### src/hdl/ap2d_pkg.sv
// ----------------------------------------------------------------------------
// ap2d_pkg: shared types and constants for the 2-D average pooling block
// Field widths, register map, FSM state type and controller/datapath links.
// ----------------------------------------------------------------------------
package ap2d_pkg;

	// default parameter values
	localparam int DEF_MAX_HEIGHT  = 64;
	localparam int DEF_MAX_WIDTH   = 64;
	localparam int DEF_MAX_KERNEL  = 8;
	localparam int DEF_SAMPLE_BITS = 16;
	localparam int DEF_COUNT_PAD   = 0;

	// item field widths
	localparam int OP_W      = 1;
	localparam int ROW_W     = 6;
	localparam int COL_W     = 6;
	localparam int SAMPLE_W  = 16;
	localparam int AVERAGE_W = 16;
	localparam int CELLS_W   = 7;

	// window position: row * stride - pad + kernel offset, signed
	localparam int POS_W = 12;
	// width for comparing row/col against the memory bounds
	localparam int LIM_W = 13;

	// opcodes
	localparam logic [OP_W-1:0] OP_LOAD = 1'b0;
	localparam logic [OP_W-1:0] OP_EMIT = 1'b1;

	// configuration port
	localparam int APB_AW = 5;
	localparam int APB_DW = 32;
	localparam int REG_IDX_W = 3;

	localparam logic [REG_IDX_W-1:0] REG_IN_HEIGHT = 3'd0;
	localparam logic [REG_IDX_W-1:0] REG_IN_WIDTH  = 3'd1;
	localparam logic [REG_IDX_W-1:0] REG_KERNEL_H  = 3'd2;
	localparam logic [REG_IDX_W-1:0] REG_KERNEL_W  = 3'd3;
	localparam logic [REG_IDX_W-1:0] REG_STRIDE_H  = 3'd4;
	localparam logic [REG_IDX_W-1:0] REG_STRIDE_W  = 3'd5;
	localparam logic [REG_IDX_W-1:0] REG_PAD_TOP   = 3'd6;
	localparam logic [REG_IDX_W-1:0] REG_PAD_LEFT  = 3'd7;

	typedef struct packed {
		logic [6:0] in_height;
		logic [6:0] in_width;
		logic [3:0] kernel_h;
		logic [3:0] kernel_w;
		logic [3:0] stride_h;
		logic [3:0] stride_w;
		logic [2:0] pad_top;
		logic [2:0] pad_left;
	} cfg_t;

	localparam cfg_t CFG_RESET = '{
		in_height: 7'd64,
		in_width:  7'd64,
		kernel_h:  4'd2,
		kernel_w:  4'd2,
		stride_h:  4'd1,
		stride_w:  4'd1,
		pad_top:   3'd0,
		pad_left:  3'd0
	};

	typedef enum logic [2:0] {
		ST_IDLE,
		ST_WALK,
		ST_DRAIN,
		ST_DIV_INIT,
		ST_DIV,
		ST_DONE
	} state_t;

	// controller -> datapath
	typedef struct packed {
		logic mem_wr;
		logic win_start;
		logic win_step;
		logic div_start;
		logic div_step;
		logic out_load;
	} cmd_t;

	// datapath -> controller
	typedef struct packed {
		logic win_empty;
		logic win_last;
		logic div_last;
	} sts_t;

endpackage

### src/hdl/ap2d_regs.sv
// ----------------------------------------------------------------------------
// ap2d_regs: configuration register file
// APB-style write/read of the eight geometry registers, 4-byte spaced.
// ----------------------------------------------------------------------------
module ap2d_regs (
	input  logic                          clk,
	input  logic                          arst_n,
	input  logic                          psel,
	input  logic                          penable,
	input  logic                          pwrite,
	input  logic [ap2d_pkg::APB_AW-1:0]   paddr,
	input  logic [ap2d_pkg::APB_DW-1:0]   pwdata,
	output logic [ap2d_pkg::APB_DW-1:0]   prdata,
	output logic                          pready,
	output ap2d_pkg::cfg_t                cfg
);

	ap2d_pkg::cfg_t                    cfg_q;
	logic [ap2d_pkg::REG_IDX_W-1:0]    idx;
	logic                              wr_en;

	assign pready = 1'b1;
	assign idx    = paddr[ap2d_pkg::APB_AW-1:2];
	assign wr_en  = psel && penable && pwrite;
	assign cfg    = cfg_q;

	// register writes
	always_ff @(posedge clk or negedge arst_n) begin
		if (!arst_n) begin
			cfg_q <= ap2d_pkg::CFG_RESET;
		end else if (wr_en) begin
			unique case (idx)
				ap2d_pkg::REG_IN_HEIGHT: cfg_q.in_height <= pwdata[6:0];
				ap2d_pkg::REG_IN_WIDTH:  cfg_q.in_width  <= pwdata[6:0];
				ap2d_pkg::REG_KERNEL_H:  cfg_q.kernel_h  <= pwdata[3:0];
				ap2d_pkg::REG_KERNEL_W:  cfg_q.kernel_w  <= pwdata[3:0];
				ap2d_pkg::REG_STRIDE_H:  cfg_q.stride_h  <= pwdata[3:0];
				ap2d_pkg::REG_STRIDE_W:  cfg_q.stride_w  <= pwdata[3:0];
				ap2d_pkg::REG_PAD_TOP:   cfg_q.pad_top   <= pwdata[2:0];
				ap2d_pkg::REG_PAD_LEFT:  cfg_q.pad_left  <= pwdata[2:0];
			endcase
		end
	end

	// read mux
	always_comb begin
		unique case (idx)
			ap2d_pkg::REG_IN_HEIGHT: prdata = {25'd0, cfg_q.in_height};
			ap2d_pkg::REG_IN_WIDTH:  prdata = {25'd0, cfg_q.in_width};
			ap2d_pkg::REG_KERNEL_H:  prdata = {28'd0, cfg_q.kernel_h};
			ap2d_pkg::REG_KERNEL_W:  prdata = {28'd0, cfg_q.kernel_w};
			ap2d_pkg::REG_STRIDE_H:  prdata = {28'd0, cfg_q.stride_h};
			ap2d_pkg::REG_STRIDE_W:  prdata = {28'd0, cfg_q.stride_w};
			ap2d_pkg::REG_PAD_TOP:   prdata = {29'd0, cfg_q.pad_top};
			ap2d_pkg::REG_PAD_LEFT:  prdata = {29'd0, cfg_q.pad_left};
		endcase
	end

endmodule

### config.mk
export PLATFORM = sky130hd
export DESIGN_NAME = ap2d_regs
export DESIGN_NICKNAME = d
export VERILOG_FILES = /design/src/hdl/ap2d_pkg.sv /design/src/hdl/ap2d_regs.sv
export SDC_FILE = /design/constraint.sdc
export NUM_CORES = 1
export LEC_CHECK = 0
export CORE_MARGIN = 2
export CORE_UTILIZATION = 47
export CTS_CLUSTER_DIAMETER = 30
export DETAILED_ROUTE_END_ITERATION = 10
export DONT_BUFFER_PORTS = 1
export PLACE_DENSITY = 0.69
export SLEW_MARGIN = 20
export SYNTH_ARGS = -nofsm -noshare
export SYNTH_HDL_FRONTEND = slang
export SYNTH_SLANG_ARGS = --single-unit
### constraint.sdc
create_clock -name clk -period 1.88 [get_ports clk]
set_input_delay 0.376 -clock clk [delete_from_list [all_inputs] [get_ports clk]]
set_output_delay 0.376 -clock clk [all_outputs]
set_load 0.02 [all_outputs]
* After elaboration in Yosys (flattened, before gate mapping)
Index checks and enable logic that the tools add are counted.
Cells by class: equality and inequality tests 7, multiplexer cells 1, reductions and logical operators 11
Operator list (number):
- one-hot mux 32 bit (8 select lines) | 1
- AND reduction 2 bit | 8
- equality test 3 bit, second input constant | 4
- equality test 3 x 2 -> 1 bit, second input constant | 2
- equality test 3 x 1 -> 1 bit, second input constant | 1
- zero test 3 bit | 1
- logical AND 1 bit | 2
Storage, ports and cells: bits in registers 36, output and inout bits 69, logic and storage cells 27

* Depth between registers and ports, before layout
depth after elaboration 3, depth in mapped cells 6, mapped depth without buffers 4

* Worst setup path after synthesis
Ideal clock, no wire load.
path type input-to-output, from in paddr[3] (netlist bit), to out prdata[3] (netlist bit), arrival time 1333 ps, data required time 1504 ps, slack 171 ps, cell stages on the path 6, path buffers 2, cell sequence buf_4 -> buf_2 -> nand2_1 -> nor2_1 -> a21oi_1 -> a31oi_1
Between the ends: longest elaborated chain between the ends 2, elaborated cells between the ends (all ways) 9, those cells by class eq/ne: 7; mux: 1; reduce/logical: 1
Ends and longest elaborated chain:
- start, declared | RTL line ap2d_regs.sv:11 | input logic [ap2d_pkg::APB_AW-1:0] paddr,
- equality test 3 bit (tied with other cells) | RTL line ap2d_regs.sv:47 | unique case (idx)
- one-hot mux 32 bit (8 select lines) * | RTL line ap2d_regs.sv:47
- end, declared | RTL line ap2d_regs.sv:13 | output logic [ap2d_pkg::APB_DW-1:0] prdata,
Mark *: on every way between the ends. The rest lies on a longest branch, timed or not. The select of a mux whose other input is x is not followed.

* Worst setup path after layout
from reg cfg_q, in the netlist cfg[10], to out prdata[0] (netlist bit)
Between the ends: longest elaborated chain between the ends 1
Ends and longest elaborated chain:
- start, declared | RTL line ap2d_regs.sv:18 | ap2d_pkg::cfg_t cfg_q;
- start signal, assigned | RTL line ap2d_regs.sv:30 | cfg_q <= ap2d_pkg::CFG_RESET;
- one-hot mux 32 bit (8 select lines) | RTL line ap2d_regs.sv:47
No other way between the ends. The select of a mux whose other input is x is not followed.

==> impl_metrics.tcl <==
set metrics [dict create \
    clk-insertion-delay-late_ns 0.29 \
    max_stage_delay_ns 0.62 \
    start_kind "flip-flop" \
    gp_congestion 0.756 \
    reg2regPathDepth 1 \
    antenna_found_initial 0 \
    grt_pass1_wl_um 6270 \
    wirelength_um 4120 \
    final_core_util 0.515 \
    drv_cap 0 \
    die_x_um 68.7 \
    reg2reg_from "cfg[23]$_DFFE_PN0P_" \
    syn-instance-count 160 \
    fin_area_um2 2060 \
    largest_reg_flops 36 \
    diodes 0 \
    crit_path_cell_trace "mux2i_1, a211oi_2, o22a_2" \
    crit_arrival_ns 1.49 \
    multi_input_comb_area_um2 928 \
    holdWs_ns 0.216 \
    synthDistinctLibCells 28 \
    hold_depth 1 \
    final_nets 207 \
    wl_per_cell_um 19.1 \
    place_area_um2 1920 \
    min_to "cfg[21]$_DFFE_PN0P_" \
    drt_iter0_drc 16 \
    synth_area_leaders "dfrtp_1, mux2_2, buf_4, mux2_4, dfstp_2" \
    irDropWorstVdd_uv 653 \
    max_freq_mhz 535 \
    rsz0062_at_grt "yes" \
    critPathKind "reg -> out" \
    critPathTopFamily "flip-flops" \
    firstDrtPassIters 4 \
    final.min_clock_period_ns 1.87 \
    route.detailed.drc 0 \
    fin_crit_sh 0.994 \
    track_usage 0.192 \
    core_area_um2 4000 \
    synth.avg_cell_area_um2 12.3 \
    cts-root-buf "clkbuf_8" \
    yosysTopAreaCellShare 0.382 \
    vias_per_cell 5.63 \
    fp.dieArea_um2 4720 \
    register_area_um2 911 \
    cts_buffers 5 \
    syn-cell-area_um2 1970 \
    holdCritStartpoint "pwdata[3]" \
    portBuffers 0 \
    worstSetupEndpointType "primary output" \
    drive_gt1_frac 0.392 \
    clockBufferDepth 2 \
    power_density_nw_per_um2 1100 \
    reg2reg_to "cfg[23]$_DFFE_PN0P_" \
    synth-seq-cells 36 \
    area_growth_pct 4.71 \
    synth_top_cell_by_area "dfrtp_1" \
    ant_nets 0 \
    finalSetupTns_ns 0 \
    worst-path-buf-inv 0 \
    rows 23 \
    slowest_stage "dfstp_2" \
    die_height_um 68.7 \
    yosysSeqAreaShare 0.462 \
    regToRegSetupSlack_ns 0.98 \
    worstPathRequired_ns 1.50 \
    post_cts_buffers 0 \
    clock_skew_ns 0 \
    cts.htree.levels 2 \
    clkTransAtPathRegs_ns 0.08 \
    io_pins 111 \
    cts_tree "yes" \
    hold_violations 0 \
    yosys_warnings 0 \
    p_leak_nw 0.983 \
    min-delay-path-class "in -> reg" \
    global_route.overflow_total 0 \
    clock_sinks 36 \
    fillers 343 \
    status "completed" \
    worstPathMaxFanout 3 \
    slew_violations 0 \
    start_util 0.491 \
    total_power_mw 2.26 \
    setup_violations 0 \
    vias 1215 \
    first_global_vias 1181 \
    grt_max_degree 37 \
    dp_hpwl_um 3020 \
]
## routing by layer
metal  global-route usage  part of all wire
met4               0.0750             0.014
met5                    0                 0
met1                0.217              0.38
met3               0.0942              0.11
met2                0.311              0.49
## layout make-up
class | instances | share of cell area
inverter | 1 | 0.00182
clock inverter | 2 | 0.00486
timing repair buffer | 6 | 0.0292
clock buffer | 6 | 0.0401
sequential | 36 | 0.443
multi-input combinational | 115 | 0.451
tap | 50 | 0.0304
## through the flow
step	std cells	worst slack (ns)
final	216	0.0119
after global routing	216	-0.0186
after CTS	216	-0.0154
after detailed placement	206	0.200
after global placement	206	0.229
after floorplan	184	0.171
## worst max path at each step
| stage | slack, ns | depth (start not counted) | end | start |
|---|---|---|---|---|
| 2_1_floorplan | 0.17 | 6 | prdata[3] | paddr[3] |
| 3_3_place_gp | 0.23 | 3 | prdata[0] | cfg[10]$_DFFE_PN1P_ |
| 5_1_grt | -0.02 | 3 | prdata[0] | cfg[10]$_DFFE_PN1P_ |
| 4_1_cts | -0.02 | 3 | prdata[0] | cfg[10]$_DFFE_PN1P_ |
| 3_5_place_dp | 0.20 | 3 | prdata[0] | cfg[10]$_DFFE_PN1P_ |
| 6_report | 0.01 | 3 | prdata[0] | cfg[10]$_DFFE_PN1P_ |
## cell families after synthesis
family,count (synthesis),share of synthesized area
mux,48,0.288
flops,36,0.462
buf+inv,33,0.118
simple gates,28,0.0808
compound gates,13,0.0465
other cells,2,0.00382
## cells in the final DEF, fill, tap and decap left out, types with 2 or more instances in the layout
master | netlist | layout
dfstp_2 | 6 | 6
clkinv_2 | 0 | 2
buf_4 | 28 | 4
or3_1 | 2 | 2
nand2_1 | 3 | 3
o22ai_1 | 3 | 3
a21oi_1 | 2 | 2
dfrtp_1 | 30 | 28
a211oi_2 | 0 | 2
mux2i_1 | 12 | 12
nor3_1 | 3 | 3
nor2_1 | 11 | 11
mux2_2 | 24 | 24
o22a_2 | 0 | 3
nand2b_1 | 3 | 3
mux2_4 | 11 | 11
dfrtp_2 | 0 | 2
conb_1 | 2 | 26
clkbuf_8 | 0 | 6
## cells in the mapped netlist
cell	number
a211oi_1	3
or3_1	2
buf_4	28
buf_2	3
inv_1	1
nor2b_1	1
a31oi_1	1
nor3_1	3
or3_4	1
clkbuf_1	1
nand4b_2	1
nor2_1	11
nor2_2	1
nand4_2	1
a21oi_1	2
nand2b_1	3
dfstp_2	6
mux2_2	24
dfrtp_1	30
o22ai_1	3
mux2i_1	12
mux2_4	11
nand4b_1	1
nand2_1	3
o22a_1	3
mux2_1	1
o21bai_1	1
conb_1	2
## where the power goes
group	internal [mW]	switching [mW]
sequential	0.947	0.347
combinational	0.207	0.177
clock	0.292	0.285
## what timing repair did
action | CTS | global route
setup endpoints to repair | 2 | 4
resized for setup | 4 | 3
pin swaps | 3 | 3
hold buffers | 2 | 0
hold endpoints to repair | 36 | 0
Power figures use the tool's default switching activity.
