--- config.mk ---
export PLATFORM = sky130hd
export DESIGN_NAME = ap2d_ctrl
export DESIGN_NICKNAME = d
export VERILOG_FILES = /design/src/hdl/ap2d_pkg.sv /design/src/hdl/ap2d_ctrl.sv
export SDC_FILE = /design/constraint.sdc
export NUM_CORES = 1
export LEC_CHECK = 0
export ABC_AREA = 1
export CAP_MARGIN = 20
export CORE_AREA = 2 2 39 41
export CTS_CLUSTER_SIZE = 30
export DETAILED_ROUTE_END_ITERATION = 8
export DIE_AREA = 0 0 41 43
export DONT_BUFFER_PORTS = 1
export GPL_TIMING_DRIVEN = 0
export SETUP_SLACK_MARGIN = 0.3
export SLEW_MARGIN = 20
export SYNTH_ARGS = -nofsm -noshare
export SYNTH_HDL_FRONTEND = slang
export SYNTH_SLANG_ARGS = --single-unit
export TNS_END_PERCENT = 50
--- constraint.sdc ---
create_clock -name clk -period 1.25 [get_ports clk]
set_clock_uncertainty 0.05 [all_clocks]
set_input_delay 0.125 -clock clk [delete_from_list [all_inputs] [get_ports clk]]
set_output_delay 0.125 -clock clk [all_outputs]
set_load 0.03 [all_outputs]
--- src/hdl/ap2d_pkg.sv ---
// ----------------------------------------------------------------------------
// ap2d_pkg: shared types and constants for the 2-D average pooling block
// Field widths, register map, FSM state type and controller/datapath links.
// ----------------------------------------------------------------------------
package ap2d_pkg;

	// default parameter values
	localparam int DEF_MAX_HEIGHT  = 64;
	localparam int DEF_MAX_WIDTH   = 64;
	localparam int DEF_MAX_KERNEL  = 8;
	localparam int DEF_SAMPLE_BITS = 16;
	localparam int DEF_COUNT_PAD   = 0;

	// item field widths
	localparam int OP_W      = 1;
	localparam int ROW_W     = 6;
	localparam int COL_W     = 6;
	localparam int SAMPLE_W  = 16;
	localparam int AVERAGE_W = 16;
	localparam int CELLS_W   = 7;

	// window position: row * stride - pad + kernel offset, signed
	localparam int POS_W = 12;
	// width for comparing row/col against the memory bounds
	localparam int LIM_W = 13;

	// opcodes
	localparam logic [OP_W-1:0] OP_LOAD = 1'b0;
	localparam logic [OP_W-1:0] OP_EMIT = 1'b1;

	// configuration port
	localparam int APB_AW = 5;
	localparam int APB_DW = 32;
	localparam int REG_IDX_W = 3;

	localparam logic [REG_IDX_W-1:0] REG_IN_HEIGHT = 3'd0;
	localparam logic [REG_IDX_W-1:0] REG_IN_WIDTH  = 3'd1;
	localparam logic [REG_IDX_W-1:0] REG_KERNEL_H  = 3'd2;
	localparam logic [REG_IDX_W-1:0] REG_KERNEL_W  = 3'd3;
	localparam logic [REG_IDX_W-1:0] REG_STRIDE_H  = 3'd4;
	localparam logic [REG_IDX_W-1:0] REG_STRIDE_W  = 3'd5;
	localparam logic [REG_IDX_W-1:0] REG_PAD_TOP   = 3'd6;
	localparam logic [REG_IDX_W-1:0] REG_PAD_LEFT  = 3'd7;

	typedef struct packed {
		logic [6:0] in_height;
		logic [6:0] in_width;
		logic [3:0] kernel_h;
		logic [3:0] kernel_w;
		logic [3:0] stride_h;
		logic [3:0] stride_w;
		logic [2:0] pad_top;
		logic [2:0] pad_left;
	} cfg_t;

	localparam cfg_t CFG_RESET = '{
		in_height: 7'd64,
		in_width:  7'd64,
		kernel_h:  4'd2,
		kernel_w:  4'd2,
		stride_h:  4'd1,
		stride_w:  4'd1,
		pad_top:   3'd0,
		pad_left:  3'd0
	};

	typedef enum logic [2:0] {
		ST_IDLE,
		ST_WALK,
		ST_DRAIN,
		ST_DIV_INIT,
		ST_DIV,
		ST_DONE
	} state_t;

	// controller -> datapath
	typedef struct packed {
		logic mem_wr;
		logic win_start;
		logic win_step;
		logic div_start;
		logic div_step;
		logic out_load;
	} cmd_t;

	// datapath -> controller
	typedef struct packed {
		logic win_empty;
		logic win_last;
		logic div_last;
	} sts_t;

endpackage

--- src/hdl/ap2d_ctrl.sv ---
// ----------------------------------------------------------------------------
// ap2d_ctrl: pooling controller
// Sequences load, window walk, divide and result handoff; owns handshakes.
// ----------------------------------------------------------------------------
module ap2d_ctrl (
	input  logic                        clk,
	input  logic                        arst_n,
	input  logic                        feed_valid,
	input  logic [ap2d_pkg::OP_W-1:0]   feed_op,
	output logic                        feed_ready,
	input  logic                        res_ready,
	output logic                        res_valid,
	output ap2d_pkg::cmd_t              cmd,
	input  ap2d_pkg::sts_t              sts
);

	ap2d_pkg::state_t state_q, state_d;
	logic             out_valid_q;
	logic             feed_acc;
	logic             out_free;

	assign feed_acc = feed_valid && feed_ready;
	assign out_free = !out_valid_q || res_ready;

	// next state
	always_comb begin
		state_d = state_q;
		unique case (state_q)
			ap2d_pkg::ST_IDLE: begin
				if (feed_valid && feed_op == ap2d_pkg::OP_EMIT) state_d = ap2d_pkg::ST_WALK;
			end
			ap2d_pkg::ST_WALK: begin
				if (sts.win_empty || sts.win_last) state_d = ap2d_pkg::ST_DRAIN;
			end
			ap2d_pkg::ST_DRAIN:    state_d = ap2d_pkg::ST_DIV_INIT;
			ap2d_pkg::ST_DIV_INIT: state_d = ap2d_pkg::ST_DIV;
			ap2d_pkg::ST_DIV: begin
				if (sts.div_last) state_d = ap2d_pkg::ST_DONE;
			end
			ap2d_pkg::ST_DONE: begin
				if (out_free) state_d = ap2d_pkg::ST_IDLE;
			end
			default: state_d = ap2d_pkg::ST_IDLE;
		endcase
	end

	// outputs
	always_comb begin
		feed_ready    = (state_q == ap2d_pkg::ST_IDLE);
		cmd.mem_wr    = 1'b0;
		cmd.win_start = 1'b0;
		cmd.win_step  = 1'b0;
		cmd.div_start = 1'b0;
		cmd.div_step  = 1'b0;
		cmd.out_load  = 1'b0;
		unique case (state_q)
			ap2d_pkg::ST_IDLE: begin
				cmd.mem_wr    = feed_valid && feed_op == ap2d_pkg::OP_LOAD;
				cmd.win_start = feed_valid && feed_op == ap2d_pkg::OP_EMIT;
			end
			ap2d_pkg::ST_WALK:     cmd.win_step  = !sts.win_empty;
			ap2d_pkg::ST_DRAIN:    ;
			ap2d_pkg::ST_DIV_INIT: cmd.div_start = 1'b1;
			ap2d_pkg::ST_DIV:      cmd.div_step  = 1'b1;
			ap2d_pkg::ST_DONE:     cmd.out_load  = out_free;
			default: ;
		endcase
	end

	// state and result valid
	always_ff @(posedge clk or negedge arst_n) begin
		if (!arst_n) begin
			state_q     <= ap2d_pkg::ST_IDLE;
			out_valid_q <= 1'b0;
		end else begin
			state_q <= state_d;
			if (cmd.out_load) begin
				out_valid_q <= 1'b1;
			end else if (res_ready) begin
				out_valid_q <= 1'b0;
			end
		end
	end

	assign res_valid = out_valid_q;

	// a pending result is never overwritten
	a_no_overwrite: assert property (@(posedge clk) disable iff (!arst_n)
		cmd.out_load |-> (!out_valid_q || res_ready))
		else $error("result overwritten while still pending");

	// a new result only appears after the handoff state
	a_valid_source: assert property (@(posedge clk) disable iff (!arst_n)
		$rose(res_valid) |-> $past(state_q == ap2d_pkg::ST_DONE))
		else $error("result valid rose outside handoff");

	// items are only taken in idle, and an emit always starts a walk
	a_emit_walks: assert property (@(posedge clk) disable iff (!arst_n)
		(feed_acc && feed_op == ap2d_pkg::OP_EMIT) |=> (state_q == ap2d_pkg::ST_WALK))
		else $error("emit item did not start a window walk");

	// divider is loaded exactly once before stepping
	a_div_seq: assert property (@(posedge clk) disable iff (!arst_n)
		cmd.div_start |=> (state_q == ap2d_pkg::ST_DIV && !cmd.div_start))
		else $error("divider sequence broken");

endmodule

Word-level counts from Yosys, hierarchy flattened
Cells that the tools add are included.
{"block": "totals", "register_bits": 4, "input_bits": 8}
{"block": "op_classes", "n_eq_ne": 9, "mux": 12, "bitwise": 1, "reduce_logical": 9}
{"operator": "$pmux 3 s6", "n": 1}
{"operator": "$mux 3", "n": 4}
{"operator": "$eq 3x2->1 const B", "n": 2}
{"operator": "$eq 3x3->1 const B", "n": 2}
{"operator": "$mux 1", "n": 6}
{"operator": "$ne 2x2->1 const B", "n": 3}
{"operator": "$reduce_and 4->1", "n": 1}
{"operator": "$eq 3x1->1 const B", "n": 1}
{"operator": "$logic_not 3->1", "n": 1}
{"operator": "$logic_and 1x1->1", "n": 2}
{"operator": "$logic_not 1->1", "n": 2}
{"operator": "$logic_or 1x1->1", "n": 2}
{"operator": "$mux 2", "n": 1}
{"operator": "$ne 2x1->1 const B", "n": 1}
{"operator": "$reduce_bool 2->1", "n": 1}
{"operator": "$not 1->1", "n": 1}

Depth between registers and ports, before layout
{"block": "logic_depth", "ltp_word": 4, "depth_mapped": 7, "mapped_depth_nobuf": 7}

Worst setup path after synthesis
OpenSTA, ideal clock, no wires.
{"block": "synth_timing", "kind": "flip-flop to output port", "startpoint": "reg state_q[2]", "endpoint": "out cmd[3] (netlist name)", "t_arrival_ps": 1507, "path_slack_ps": -432, "stages_incl_launch_ff": 3, "cell_sequence": "dfrtp_1 -> buf_2 -> nor4_1"}
{"item": "from (decl)", "line": "ap2d_ctrl.sv:17", "source": "ap2d_pkg::state_t state_q, state_d;"}
{"item": "from (signal assigned)", "line": "ap2d_ctrl.sv:73", "source": "state_q <= ap2d_pkg::ST_IDLE;"}
{"item": "from (signal assigned)", "line": "ap2d_ctrl.sv:76", "source": "state_q <= state_d;"}
{"item": "to (decl)", "line": "ap2d_ctrl.sv:13", "source": "output ap2d_pkg::cmd_t cmd,"}

==> metrics.md <==
| Metric | Value |
|---|---|
| # fillers | `149` |
| Fraction of layout cells with a size suffix above 1 | `70.5%` |
| Pre-Repair DR Iteration Count | `2` |
| Initial Utilization | `22.4%` |
| Worst-path clk slew | `~0.030 ns` |
| Port bufs | `0` |
| Lkg Pwr | `0.268 nW` |
| WL/cell | `11.3 um` |
| Register bit total from synthesis | `4` |
| Worst Reg-to-Reg Cells | `9` |
| Synthesized Nets | `53` |
| CP endpoint kind | `output port` |
| Overall power | `0.00177 W` |
| Layout area overhead | `91.9%` |
| Synth cell types | `15` |
| Worst Path Arrival | `1.25 ns` |
| Final core occ | `43.0%` |
| Placed Area | `394 um2` |
| Post-DP HPWL | `539 um` |
| Total track usage | `11.7%` |
| Worst hold path cell count | `3` |
| Ranking of synthesized cells by area | `dfrtp_1 (32%), nand2_1 (11%), nor2_2 (8.1%), nor2_4 (7.3%), nand3_2 (6.5%)` |
| Synth top area share | `32.3%` |
| Final Hold Viols | `0` |
| I/O pins | `16` |
| Fmax | `between 700 and 800 MHz` |
| Drt drc | `0` |
| Vias in the first global route | `354` |
| Crit-path max FO | `4` |
| CTS tree | `yes` |
| Std cell rows | `14` |
| Global placer's final weighted congestion | `0.753` |
| Pin count of the biggest net entering global routing | `6` |
| Clk sinks | `4` |
| Critical Path RT | `1.08 ns` |
| Leading area contributor after synthesis | `dfrtp_1` |
| Fin crit period | `1.42 ns` |
| Netlist Area Pre-Place | `310 um2` |
| PwrDens | `2980 nW/um2` |
| Final ANT Viol Nets | `0` |
| Metal-1 WL | `311 um` |
| Status | `finished, violations left` |
| Largest vdd supply drop | `approximately 900 uV` |
| TritonCTS buffer count | `3` |
| Die width | `41 um` |
| Post-placement setup slack | `-0.0562 ns` |
| Worst Hold Class | `primary input to register` |
| 1st-iter DRT viols | `3` |
| Die area | `1760 um2` |
| Pin slew with the least headroom to its limit | `0.493 ns` |
| Nets | `70` |
| Finished Layout Cells | `77` |
| Post-Route WL | `between 800 and 900 um` |
| WS Path Type | `register to output port` |
| Inst Count DP | `61` |
| Synth Instances | `45` |
| Syn Area/Cell | `6.90 um2` |
| Final setup fails | `8` |
| Seq/Total Area, Yosys | `32.3%` |
| Via Count | `351` |
| Yosys warnings | `0` |
| Clock Latency Late Sink | `0.24 ns` |
| Root Driver | `clkbuf_4` |
| Vias/cell | `4.56` |
| Grt total ovfl | `0` |
| Slew headroom | `66.9%` |
| Die Y-Extent | `around 43 um` |
| Pins Over Slew Limit | `0` |
| Final period utilization | `114%` |
| DR WL met3 | `33 um` |
| H-tree depth | `1` |
| RSZ-0062 raised after global routing | `true` |
| Core area | `1380 um2` |
| First-pass GRT wire length | `around 1400 um` |
| Antenna violations before repair | `0` |
| Top routing layer in use | `met3` |
| CP startpoint kind | `register` |
| Fin area | `596 um2` |
| Failing checks | `setup timing` |
| CTS Buffer Depth | `2` |
| Setup slack after layout | `-0.174 ns` |
| # diodes | `0` |
| Met2 WL post-DR | `524 um` |
| Max-Cap Viols | `0` |
## worst max-delay path: stages (launching register included)
cell and delay, ns:
dfrtp_2 0.45, nor2_4 0.15, nand2_4 0.08, inv_8 0.09, nand2_4 0.05, nor2_4 0.21
## cell type report
class / instances / area (um2) / share of cell area [%]
Buffer: 1 / 11.3 / 1.89
Timing Repair Buffer: 12 / 113 / 18.9
Inverter: 8 / 47.5 / 7.98
Tap cell: 16 / 20.0 / 3.36
Multi-Input combinational cell: 32 / 274 / 46.0
Sequential cell: 4 / 104 / 17.4
Clock buffer: 4 / 26.3 / 4.41
## through the flow
stage	hold WS [ns]	TNS, ns
floorplan	-0.221	0
global placement	-0.221	-0.0329
detailed placement	-0.221	-0.0562
CTS	0.0909	-0.838
global route	0.108	-1.46
finish	0.0941	-0.977
## where the power goes
part	switching [W]	internal [W]	total [W]
Clock	0.0000583	0.000120	0.000178
Combinational	0.000731	0.000564	0.00130
Sequential	0.000105	0.000196	0.000301
## repair_timing
item / in CTS / in global routing
setup endpoints to repair: 10 / 11
setup buffers: 8 / 3
hold buffers: 1 / 0
pin swaps: 5 / 6
gates resized for setup: 16 / 6
endpoints found under the hold margin: 4 / 0
## routing by layer
layer	global-route usage [%]	vias to the layer above
met5	0	-
met4	8.00	0
met3	2.09	0
met2	20.0	9
met1	11.7	169
li1	-	173
## layout by cell type, fill, tap and decap left out, types with 3 or more instances in the layout
master / n
buf_6: 3
nor2_4: 8
buf_4: 8
clkbuf_4: 3
dfrtp_2: 3
nand2_4: 3
nand2_1: 6
## worst paths after layout
kind / from / slack, ns / endpoint
max reg2reg: state_q[0] / -0.12 / state_q[0]
max in group asynchronous: arst_n / 0.85 / state_q[0]
min in group asynchronous: arst_n / 0.10 / res_valid
max: state_q[0] / -0.17 / cmd[5]
min: sts[0] / 0.09 / state_q[2]
min reg2reg: state_q[0] / 0.67 / state_q[1]
## cell usage after synthesis, drive strengths merged
cell	number
buf	1
o21ai	2
nand2	11
a31oi	1
nor2	11
nor4	1
nand3	4
inv	8
dfrtp	4
a21oi	2
## sequential cells by signal, indices dropped and copies added (netlist names)
signal / flops
res_valid: 1
state_q: 3
## kinds of logic after synthesis
kind of cell | synth area share (%)
AND/OR/NAND/NOR | 48.0
buffers and inverters | 11.3
AO/OA/AOI/OAI | 8.47
flip-flops | 32.3
Note: power is estimated with default switching activity, not from simulation.
